## config.mk

```make
export PLATFORM = sky130hd
export DESIGN_NAME = sync_framed_packet_receiver
export DESIGN_NICKNAME = d
export VERILOG_FILES = /design/src/design/sfpr_pkg.sv /design/src/design/sfpr_parser.sv /design/src/design/sync_framed_packet_receiver.sv
export VERILOG_INCLUDE_DIRS = /design/src /design/src/design
export SDC_FILE = /design/constraint.sdc
export NUM_CORES = 1
export LEC_CHECK = 0
export BUFFER_PORTS_ARGS = -buffer_cell sky130_fd_sc_hd__buf_2
export CORE_MARGIN = 2
export CORE_UTILIZATION = 45
export CTS_CLUSTER_SIZE = 10
export DETAILED_ROUTE_END_ITERATION = 12
export SYNTH_ARGS = -nofsm -noshare
export SYNTH_HDL_FRONTEND = slang
export SYNTH_SLANG_ARGS = --single-unit
```

## constraint.sdc

```tcl
create_clock -name clock -period 4.7 [get_ports clock]
set_input_delay 0.94 -clock clock [delete_from_list [all_inputs] [get_ports clock]]
set_output_delay 0.94 -clock clock [all_outputs]
set_load 0.03 [all_outputs]
```

## src/design/sync_framed_packet_receiver_macros.svh

```systemverilog
// ----------------------------------------------------------------------------
// sync framed packet receiver assertion macros
// concurrent assertion wrappers used by the top-level receiver module
// ----------------------------------------------------------------------------
`ifndef SYNC_FRAMED_PACKET_RECEIVER_MACROS_SVH
`define SYNC_FRAMED_PACKET_RECEIVER_MACROS_SVH

`ifndef NO_ASSERTIONS

// same-cycle implication
`define SFPR_ASSERT_NOW(label, clk, rst, ante, cons, msg) \
   label: assert property (@(posedge clk) disable iff (rst) (ante) |-> (cons)) \
      else $error(msg);

// next-cycle implication
`define SFPR_ASSERT_NEXT(label, clk, rst, ante, cons, msg) \
   label: assert property (@(posedge clk) disable iff (rst) (ante) |=> (cons)) \
      else $error(msg);

`else

`define SFPR_ASSERT_NOW(label, clk, rst, ante, cons, msg)
`define SFPR_ASSERT_NEXT(label, clk, rst, ante, cons, msg)

`endif

`endif

```

## src/design/sfpr_pkg.sv

```systemverilog
// ----------------------------------------------------------------------------
// sfpr_pkg
// shared types and constants of the sync framed packet receiver
// ----------------------------------------------------------------------------
package sfpr_pkg;

   localparam int unsigned BYTE_W      = 8;
   localparam int unsigned LEN_W       = 16;
   localparam int unsigned IDX_W       = 9;
   localparam int unsigned KIND_W      = 3;
   localparam int unsigned MAX_PAYLOAD = 512;
   localparam int unsigned RSP_DATA_W  = 56;

   localparam logic [BYTE_W-1:0] SYNC_FIRST_RST  = 8'd83;
   localparam logic [BYTE_W-1:0] SYNC_SECOND_RST = 8'd89;
   localparam logic [BYTE_W-1:0] TAIL_FIRST_RST  = 8'd84;
   localparam logic [BYTE_W-1:0] TAIL_SECOND_RST = 8'd67;

   typedef enum logic [1:0] {
      REG_SYNC_FIRST,
      REG_SYNC_SECOND,
      REG_TAIL_FIRST,
      REG_TAIL_SECOND
   } reg_index_type;

   typedef enum logic [KIND_W-1:0] {
      KIND_PAYLOAD,
      KIND_GOOD,
      KIND_GOOD_OVERSIZE,
      KIND_CSUM_ERR,
      KIND_TAIL_ERR
   } kind_type;

   typedef struct packed {
      logic [BYTE_W-1:0] sync_first;
      logic [BYTE_W-1:0] sync_second;
      logic [BYTE_W-1:0] tail_first;
      logic [BYTE_W-1:0] tail_second;
   } cfg_type;

   typedef struct packed {
      logic              valid;
      kind_type          kind;
      logic [BYTE_W-1:0] ctrl;
      logic [BYTE_W-1:0] cmd;
      logic [LEN_W-1:0]  length;
      logic [BYTE_W-1:0] data;
      logic [IDX_W-1:0]  index;
   } result_type;

endpackage

```

## src/design/sfpr_parser.sv

```systemverilog
// ----------------------------------------------------------------------------
// sfpr_parser
// frame state machine: header capture, payload count, checksum and trailer
// ----------------------------------------------------------------------------
module sfpr_parser
   import sfpr_pkg::*;
(
   input  logic              clock,
   input  logic              reset,
   input  logic              step,
   input  logic [BYTE_W-1:0] rx_byte,
   input  cfg_type           cfg,
   output result_type        result
);

   typedef enum logic [3:0] {
      ST_SYNC1,
      ST_SYNC2,
      ST_CTRL,
      ST_CMD,
      ST_LEN_HI,
      ST_LEN_LO,
      ST_PAYLOAD,
      ST_CSUM,
      ST_TAIL1,
      ST_TAIL2
   } phase_type;

   phase_type         phase_ff, phase_in;
   logic [BYTE_W-1:0] ctrl_ff, ctrl_in;
   logic [BYTE_W-1:0] cmd_ff, cmd_in;
   logic [LEN_W-1:0]  length_ff, length_in;
   logic [LEN_W-1:0]  count_ff, count_in;
   logic [BYTE_W-1:0] sum_ff, sum_in;
   logic              oversize_ff, oversize_in;

   logic [BYTE_W-1:0] sum_add;
   logic [LEN_W-1:0]  count_inc;
   logic [LEN_W-1:0]  length_full;
   logic              is_sync1;

   assign sum_add     = sum_ff + rx_byte;
   assign count_inc   = count_ff + 16'd1;
   assign length_full = {length_ff[LEN_W-1:BYTE_W], rx_byte};
   assign is_sync1    = (rx_byte == cfg.sync_first);

   always_comb begin
      phase_in    = phase_ff;
      ctrl_in     = ctrl_ff;
      cmd_in      = cmd_ff;
      length_in   = length_ff;
      count_in    = count_ff;
      sum_in      = sum_ff;
      oversize_in = oversize_ff;

      result.valid  = 1'b0;
      result.kind   = KIND_PAYLOAD;
      result.ctrl   = ctrl_ff;
      result.cmd    = cmd_ff;
      result.length = length_ff;
      result.data   = '0;
      result.index  = '0;

      unique case (phase_ff)
         ST_SYNC2: begin
            if (rx_byte == cfg.sync_second) begin
               sum_in   = sum_add;
               phase_in = ST_CTRL;
            end else if (is_sync1) begin
               sum_in   = rx_byte;
               phase_in = ST_SYNC2;
            end else begin
               phase_in = ST_SYNC1;
            end
         end
         ST_CTRL: begin
            ctrl_in  = rx_byte;
            sum_in   = sum_add;
            phase_in = ST_CMD;
         end
         ST_CMD: begin
            cmd_in   = rx_byte;
            sum_in   = sum_add;
            phase_in = ST_LEN_HI;
         end
         ST_LEN_HI: begin
            length_in = {rx_byte, {BYTE_W{1'b0}}};
            sum_in    = sum_add;
            phase_in  = ST_LEN_LO;
         end
         ST_LEN_LO: begin
            length_in   = length_full;
            sum_in      = sum_add;
            count_in    = '0;
            oversize_in = (length_full > LEN_W'(MAX_PAYLOAD));
            phase_in    = (length_full == '0) ? ST_CSUM : ST_PAYLOAD;
         end
         ST_PAYLOAD: begin
            if (!oversize_ff) begin
               result.valid = 1'b1;
               result.kind  = KIND_PAYLOAD;
               result.data  = rx_byte;
               result.index = count_ff[IDX_W-1:0];
            end
            count_in = count_inc;
            sum_in   = sum_add;
            if (count_inc >= length_ff) begin
               phase_in = ST_CSUM;
            end
         end
         ST_CSUM: begin
            if (rx_byte == sum_ff) begin
               phase_in = ST_TAIL1;
            end else begin
               result.valid = 1'b1;
               result.kind  = KIND_CSUM_ERR;
               if (is_sync1) begin
                  sum_in   = rx_byte;
                  phase_in = ST_SYNC2;
               end else begin
                  phase_in = ST_SYNC1;
               end
            end
         end
         ST_TAIL1: begin
            if (rx_byte == cfg.tail_first) begin
               phase_in = ST_TAIL2;
            end else begin
               result.valid = 1'b1;
               result.kind  = KIND_TAIL_ERR;
               if (is_sync1) begin
                  sum_in   = rx_byte;
                  phase_in = ST_SYNC2;
               end else begin
                  phase_in = ST_SYNC1;
               end
            end
         end
         ST_TAIL2: begin
            result.valid = 1'b1;
            oversize_in  = 1'b0;
            if (rx_byte == cfg.tail_second) begin
               result.kind = oversize_ff ? KIND_GOOD_OVERSIZE : KIND_GOOD;
               phase_in    = ST_SYNC1;
            end else begin
               result.kind = KIND_TAIL_ERR;
               if (is_sync1) begin
                  sum_in   = rx_byte;
                  phase_in = ST_SYNC2;
               end else begin
                  phase_in = ST_SYNC1;
               end
            end
         end
         default: begin
            if (is_sync1) begin
               sum_in   = rx_byte;
               phase_in = ST_SYNC2;
            end else begin
               phase_in = ST_SYNC1;
            end
         end
      endcase
   end

   always_ff @(posedge clock) begin
      if (reset) begin
         phase_ff    <= ST_SYNC1;
         ctrl_ff     <= '0;
         cmd_ff      <= '0;
         length_ff   <= '0;
         count_ff    <= '0;
         sum_ff      <= '0;
         oversize_ff <= 1'b0;
      end else if (step) begin
         phase_ff    <= phase_in;
         ctrl_ff     <= ctrl_in;
         cmd_ff      <= cmd_in;
         length_ff   <= length_in;
         count_ff    <= count_in;
         sum_ff      <= sum_in;
         oversize_ff <= oversize_in;
      end
   end

endmodule

```

## src/design/sync_framed_packet_receiver.sv

```systemverilog
// ----------------------------------------------------------------------------
// sync_framed_packet_receiver
// deframes sync/header/payload/checksum/trailer packets from a byte stream
// ----------------------------------------------------------------------------
// channel   direction  tdata / fields                        tuser
// req       in         rx_byte [7:0]                         -
// rsp       out        see rsp_tdata                         result_kind [2:0]
// csr       in         csr_index selects register, csr_data  -
//
// one byte per cycle; each transfer is parsed in the cycle it is accepted
// and its result sits in the output register the next cycle
// synchronous reset restores the default sync and trailer bytes
// the input stalls only while a result is held by rsp_tready low
// ----------------------------------------------------------------------------
`include "sync_framed_packet_receiver_macros.svh"

module sync_framed_packet_receiver
   import sfpr_pkg::*;
(
   input  logic                  clock,
   input  logic                  reset,

   input  logic                  req_tvalid,
   output logic                  req_tready,
   input  logic [BYTE_W-1:0]     req_tdata,   // rx_byte [7:0]

   output logic                  rsp_tvalid,
   input  logic                  rsp_tready,
   // frame_ctrl [7:0], frame_cmd [15:8], payload_length [31:16],
   // payload_byte [39:32], payload_index [48:40], zero [55:49]
   output logic [RSP_DATA_W-1:0] rsp_tdata,
   output logic [KIND_W-1:0]     rsp_tuser,   // result_kind [2:0]

   input  logic                  csr_valid,
   output logic                  csr_ready,
   input  reg_index_type         csr_index,
   input  logic [BYTE_W-1:0]     csr_data
);

   cfg_type    cfg_ff;
   result_type res;
   result_type rsp_ff, rsp_in;
   logic       step;

   assign req_tready = !rsp_ff.valid || rsp_tready;
   assign step       = req_tvalid && req_tready;
   assign csr_ready  = 1'b1;

   always_ff @(posedge clock) begin
      if (reset) begin
         cfg_ff.sync_first  <= SYNC_FIRST_RST;
         cfg_ff.sync_second <= SYNC_SECOND_RST;
         cfg_ff.tail_first  <= TAIL_FIRST_RST;
         cfg_ff.tail_second <= TAIL_SECOND_RST;
      end else if (csr_valid) begin
         unique case (csr_index)
            REG_SYNC_FIRST:  cfg_ff.sync_first  <= csr_data;
            REG_SYNC_SECOND: cfg_ff.sync_second <= csr_data;
            REG_TAIL_FIRST:  cfg_ff.tail_first  <= csr_data;
            REG_TAIL_SECOND: cfg_ff.tail_second <= csr_data;
         endcase
      end
   end

   sfpr_parser u_parser (
      .clock   (clock),
      .reset   (reset),
      .step    (step),
      .rx_byte (req_tdata),
      .cfg     (cfg_ff),
      .result  (res)
   );

   // output register
   always_comb begin
      rsp_in = rsp_ff;
      if (step) begin
         rsp_in = res;
      end else if (rsp_tready) begin
         rsp_in.valid = 1'b0;
      end
   end

   always_ff @(posedge clock) begin
      if (reset) begin
         rsp_ff.valid <= 1'b0;
      end else begin
         rsp_ff.valid <= rsp_in.valid;
      end
      rsp_ff.kind   <= rsp_in.kind;
      rsp_ff.ctrl   <= rsp_in.ctrl;
      rsp_ff.cmd    <= rsp_in.cmd;
      rsp_ff.length <= rsp_in.length;
      rsp_ff.data   <= rsp_in.data;
      rsp_ff.index  <= rsp_in.index;
   end

   assign rsp_tvalid = rsp_ff.valid;
   assign rsp_tuser  = rsp_ff.kind;
   assign rsp_tdata  = {7'd0, rsp_ff.index, rsp_ff.data, rsp_ff.length,
                        rsp_ff.cmd, rsp_ff.ctrl};

   `SFPR_ASSERT_NOW(a_stall_blocks_input, clock, reset,
      rsp_ff.valid && !rsp_tready, !req_tready, "input taken while result stalled")
   `SFPR_ASSERT_NOW(a_payload_not_oversize, clock, reset,
      rsp_ff.valid && rsp_ff.kind == KIND_PAYLOAD,
      rsp_ff.length != '0 && rsp_ff.length <= LEN_W'(MAX_PAYLOAD),
      "payload byte from empty or oversize frame")
   `SFPR_ASSERT_NOW(a_status_zero_fields, clock, reset,
      rsp_ff.valid && rsp_ff.kind != KIND_PAYLOAD,
      rsp_ff.data == '0 && rsp_ff.index == '0, "status result carries payload fields")
   `SFPR_ASSERT_NEXT(a_no_result_without_transfer, clock, reset,
      !rsp_ff.valid && !step, !rsp_ff.valid, "result appeared without input transfer")

endmodule
```

==> results.json <==
{
  "grt_pass1_vias": 4986,
  "via_count": 5330,
  "firstDrtPassIters": 5,
  "grt_use_met2": 0.3280,
  "synth_edf_count": 52,
  "setup_viol": 0,
  "post-synth-top-area-cell": "dfxtp_1",
  "antennaDiodeCount": 0,
  "synth_top_cell_area_share": 0.2650,
  "synth_cell_types": 72,
  "rsz0062_at_grt": "no",
  "fmax_mhz": 324.0,
  "postCtsSetupRepairBufs": 0,
  "async_reset_ff_frac": 0,
  "antenna_found_initial": 0,
  "powerDensity_nw_per_um2": 366.6,
  "ioPinCount": 85,
  "h-tree-depth": 4,
  "initial_core_util": 0.4637,
  "use_met1": 0.2855,
  "ant_nets": 0,
  "clock_latency_ps": 420,
  "worstPathRequired_ps": 4990,
  "grt_first_pass_wirelength_um": 26770,
  "placeableCoreArea_sq_um": 15310,
  "holdWs_ps": 431.8,
  "synth_cells": 713,
  "cts_sinks": 146,
  "path_max_fanout": 8,
  "hp-class": "register to register",
  "finalHoldViolCount": 0,
  "drv_slew": 0,
  "dp_slack_ps": 1442,
  "clockBufferDepth": 2,
  "drc": 0,
  "drt_iter0_drc": 364,
  "syn-cell-area_sq_um": 7102,
  "status": "completed",
  "drt-vias-per-instance": 5.351,
  "grt_busiest_layer": "met2",
  "worstPathArrival_ps": 3380,
  "holdPathStages": 0,
  "ys_ff_latch": 146,
  "path_class": "register to register",
  "grtUsageMet3": 0.03509,
  "cts_resized": 0,
  "reg2reg_slack_ps": 1610,
  "max_slew.worst_pin.slew_ps": 1137,
  "fin_nets": 820,
  "overflow": 0,
  "root_buffer": "clkbuf_16",
  "clkTransAtPathRegs_ps": 60,
  "skew_ps": 5.549,
  "dieWidth_um": 129.6,
  "syn_area_per_cell_sq_um": 9.960,
  "grt_max_degree": 65,
  "synth_area_leaders": "dfxtp_1, edfxtp_1, xnor2_1, ha_1, mux2i_1",
  "slew_headroom": 0.2422,
  "end_kind": "register",
  "grt_use_total": 0.2064,
  "drive_above_1_share": 0.1643,
  "fin_ws_ps": 1614,
  "leakagePower_uw": 0.003363,
  "die_area_sq_um": 16800,
  "cts_tree": "yes",
  "r2r_cells": 11,
  "areaGrowthSynthToFinish_pct": 14.61,
  "routedWlPerCell_um": 16.78,
  "wl_um": 16710,
  "vdd_drop_max_uv": 205.8,
  "place_congestion": 0.9163,
  "ys_seq_area_frac": 0.4848,
  "synth-main-ff-cell": "dfxtp_1",
  "numPortBuffers": 76,
  "finalCritPeriodShare": 0.6567,
  "finalSetupTns_ps": 0,
  "rows": 45,
  "cts_buffers": 17,
  "fp.dieH_um": 129.6,
  "drv_cap": 0,
  "critPathLaunchType": "register",
  "cts_hold_buf": 0,
  "hpwl_um": 11770,
  "yosys_warnings": 0,
  "fin_crit_ps": 3086
}
## cell type report
class | instances | area, sq um
Clock buffer | 21 | 450.4
Fill cell | 1420 | 7176
Multi-Input combinational cell | 507 | 3321
Sequential cell | 146 | 3443
Clock inverter | 11 | 178.9
Timing Repair Buffer | 79 | 402.9
Inverter | 21 | 78.83
Tap cell | 211 | 264.0
## power by group
part           total (uW)  switching [uW]  internal [uW]
registers            1350            16.1           1330
clock network        1430             521            908
logic                 204             141           62.7
## sequential cells by signal, summed over array words and instances (netlist names)
signal / cells
u_parser.sum_ff: 8
u_parser.phase_ff: 4
u_parser.count_ff: 16
u_parser.oversize_ff: 1
rsp_tvalid: 1
rsp_tdata: 49
cfg_ff: 32
u_parser.cmd_ff: 8
rsp_tuser: 3
u_parser.ctrl_ff: 8
u_parser.length_ff: 16
## Yosys cell counts (all sizes together), types with 8 or more instances
cell type and number:
edfxtp 52, xnor2 42, ha 24, nand3b 15, xor2 8, nor2b 10, inv 21, a22oi 8
clkbuf 17, a21oi 44, nand4 15, nor2 62, dfxtp 94, nor3 10, o21ai 22, and2 21
mux2i 29, nand2 78, buf 28, nand3 21
## per-layer routing
metal,part of all wire,vias up,wire length (um)
met2,0.46,163,7703
met1,0.48,2517,7988
li1,-,2627,-
met3,0.044,23,736
met4,0.017,0,279
met5,0,-,0
## cell usage in the layout, fill, tap and decap left out, drive strengths merged, types with 3 or more instances in the layout
| cell | synthesis | final |
|---|---|---|
| conb | 2 | 8 |
| and2 | 21 | 21 |
| a22o | 4 | 4 |
| clkbuf | 17 | 21 |
| nand3 | 21 | 21 |
| buf | 28 | 79 |
| inv | 21 | 23 |
| o21a | 4 | 4 |
| a21o | 7 | 7 |
| and3 | 6 | 6 |
| nor4 | 6 | 6 |
| a211o | 5 | 5 |
| dfxtp | 94 | 94 |
| or3 | 4 | 4 |
| edfxtp | 52 | 52 |
| o21bai | 5 | 5 |
| nand2 | 78 | 78 |
| nor3 | 10 | 10 |
| mux2i | 29 | 29 |
| xor2 | 8 | 8 |
| a22oi | 8 | 8 |
| nand3b | 15 | 15 |
| a21oi | 44 | 44 |
| nand2b | 5 | 5 |
| o21ai | 22 | 22 |
| nor2b | 10 | 10 |
| a31oi | 4 | 4 |
| nand4 | 15 | 15 |
| clkinv | 0 | 3 |
| o31ai | 3 | 3 |
| and4 | 3 | 3 |
| nor2 | 62 | 62 |
| ha | 24 | 24 |
| xnor2 | 42 | 42 |
| bufinv | 0 | 4 |
| a211oi | 7 | 7 |
| or2 | 3 | 3 |
## worst max-delay path, stage by stage, from the launching register on
cell and delay (ps):
dfxtp_1 410, ha_1 300, and3_1 400, nand3_1 160, xnor2_1 260, ha_1 290, o21a_1 170, a211oi_1 320
o211a_1 230, o211ai_1 150, a21oi_1 200, nor3_1 70
## path summary, 6_finish.rpt
path / end / from
setup reg to reg: u_parser.phase_ff[0] / u_parser.count_ff[0]
hold reg to reg: rsp_tdata[6] / u_parser.ctrl_ff[6]
setup / recovery: u_parser.phase_ff[0] / u_parser.count_ff[0]
hold / removal: rsp_tdata[6] / u_parser.ctrl_ff[6]
## per-stage QoR
stage            util  cell area (sq um)  instances  power, uW
2_1_floorplan       -               7124        719       1528
4_1_cts        0.5315               8139        996       3009
6_report       0.5315               8139        996       2984
3_3_place_gp   0.4904               7510        964       1578
3_5_place_dp   0.4904               7510        964       1582
5_1_grt        0.5315               8139        996       3078
## cell families (layout without fill, tap and decap cells)
logic type,after synthesis,after routing,synth area share
fa+ha+maj,25,25,0.04510
simple gates,268,268,0.1964
flops,146,146,0.4848
mux,29,29,0.04087
xor+xnor,50,50,0.06272
buf+inv,66,132,0.05074
compound gates,127,127,0.1182
other cells,2,8,0.001057
No activity file was read; power rests on OpenSTA's default activity.
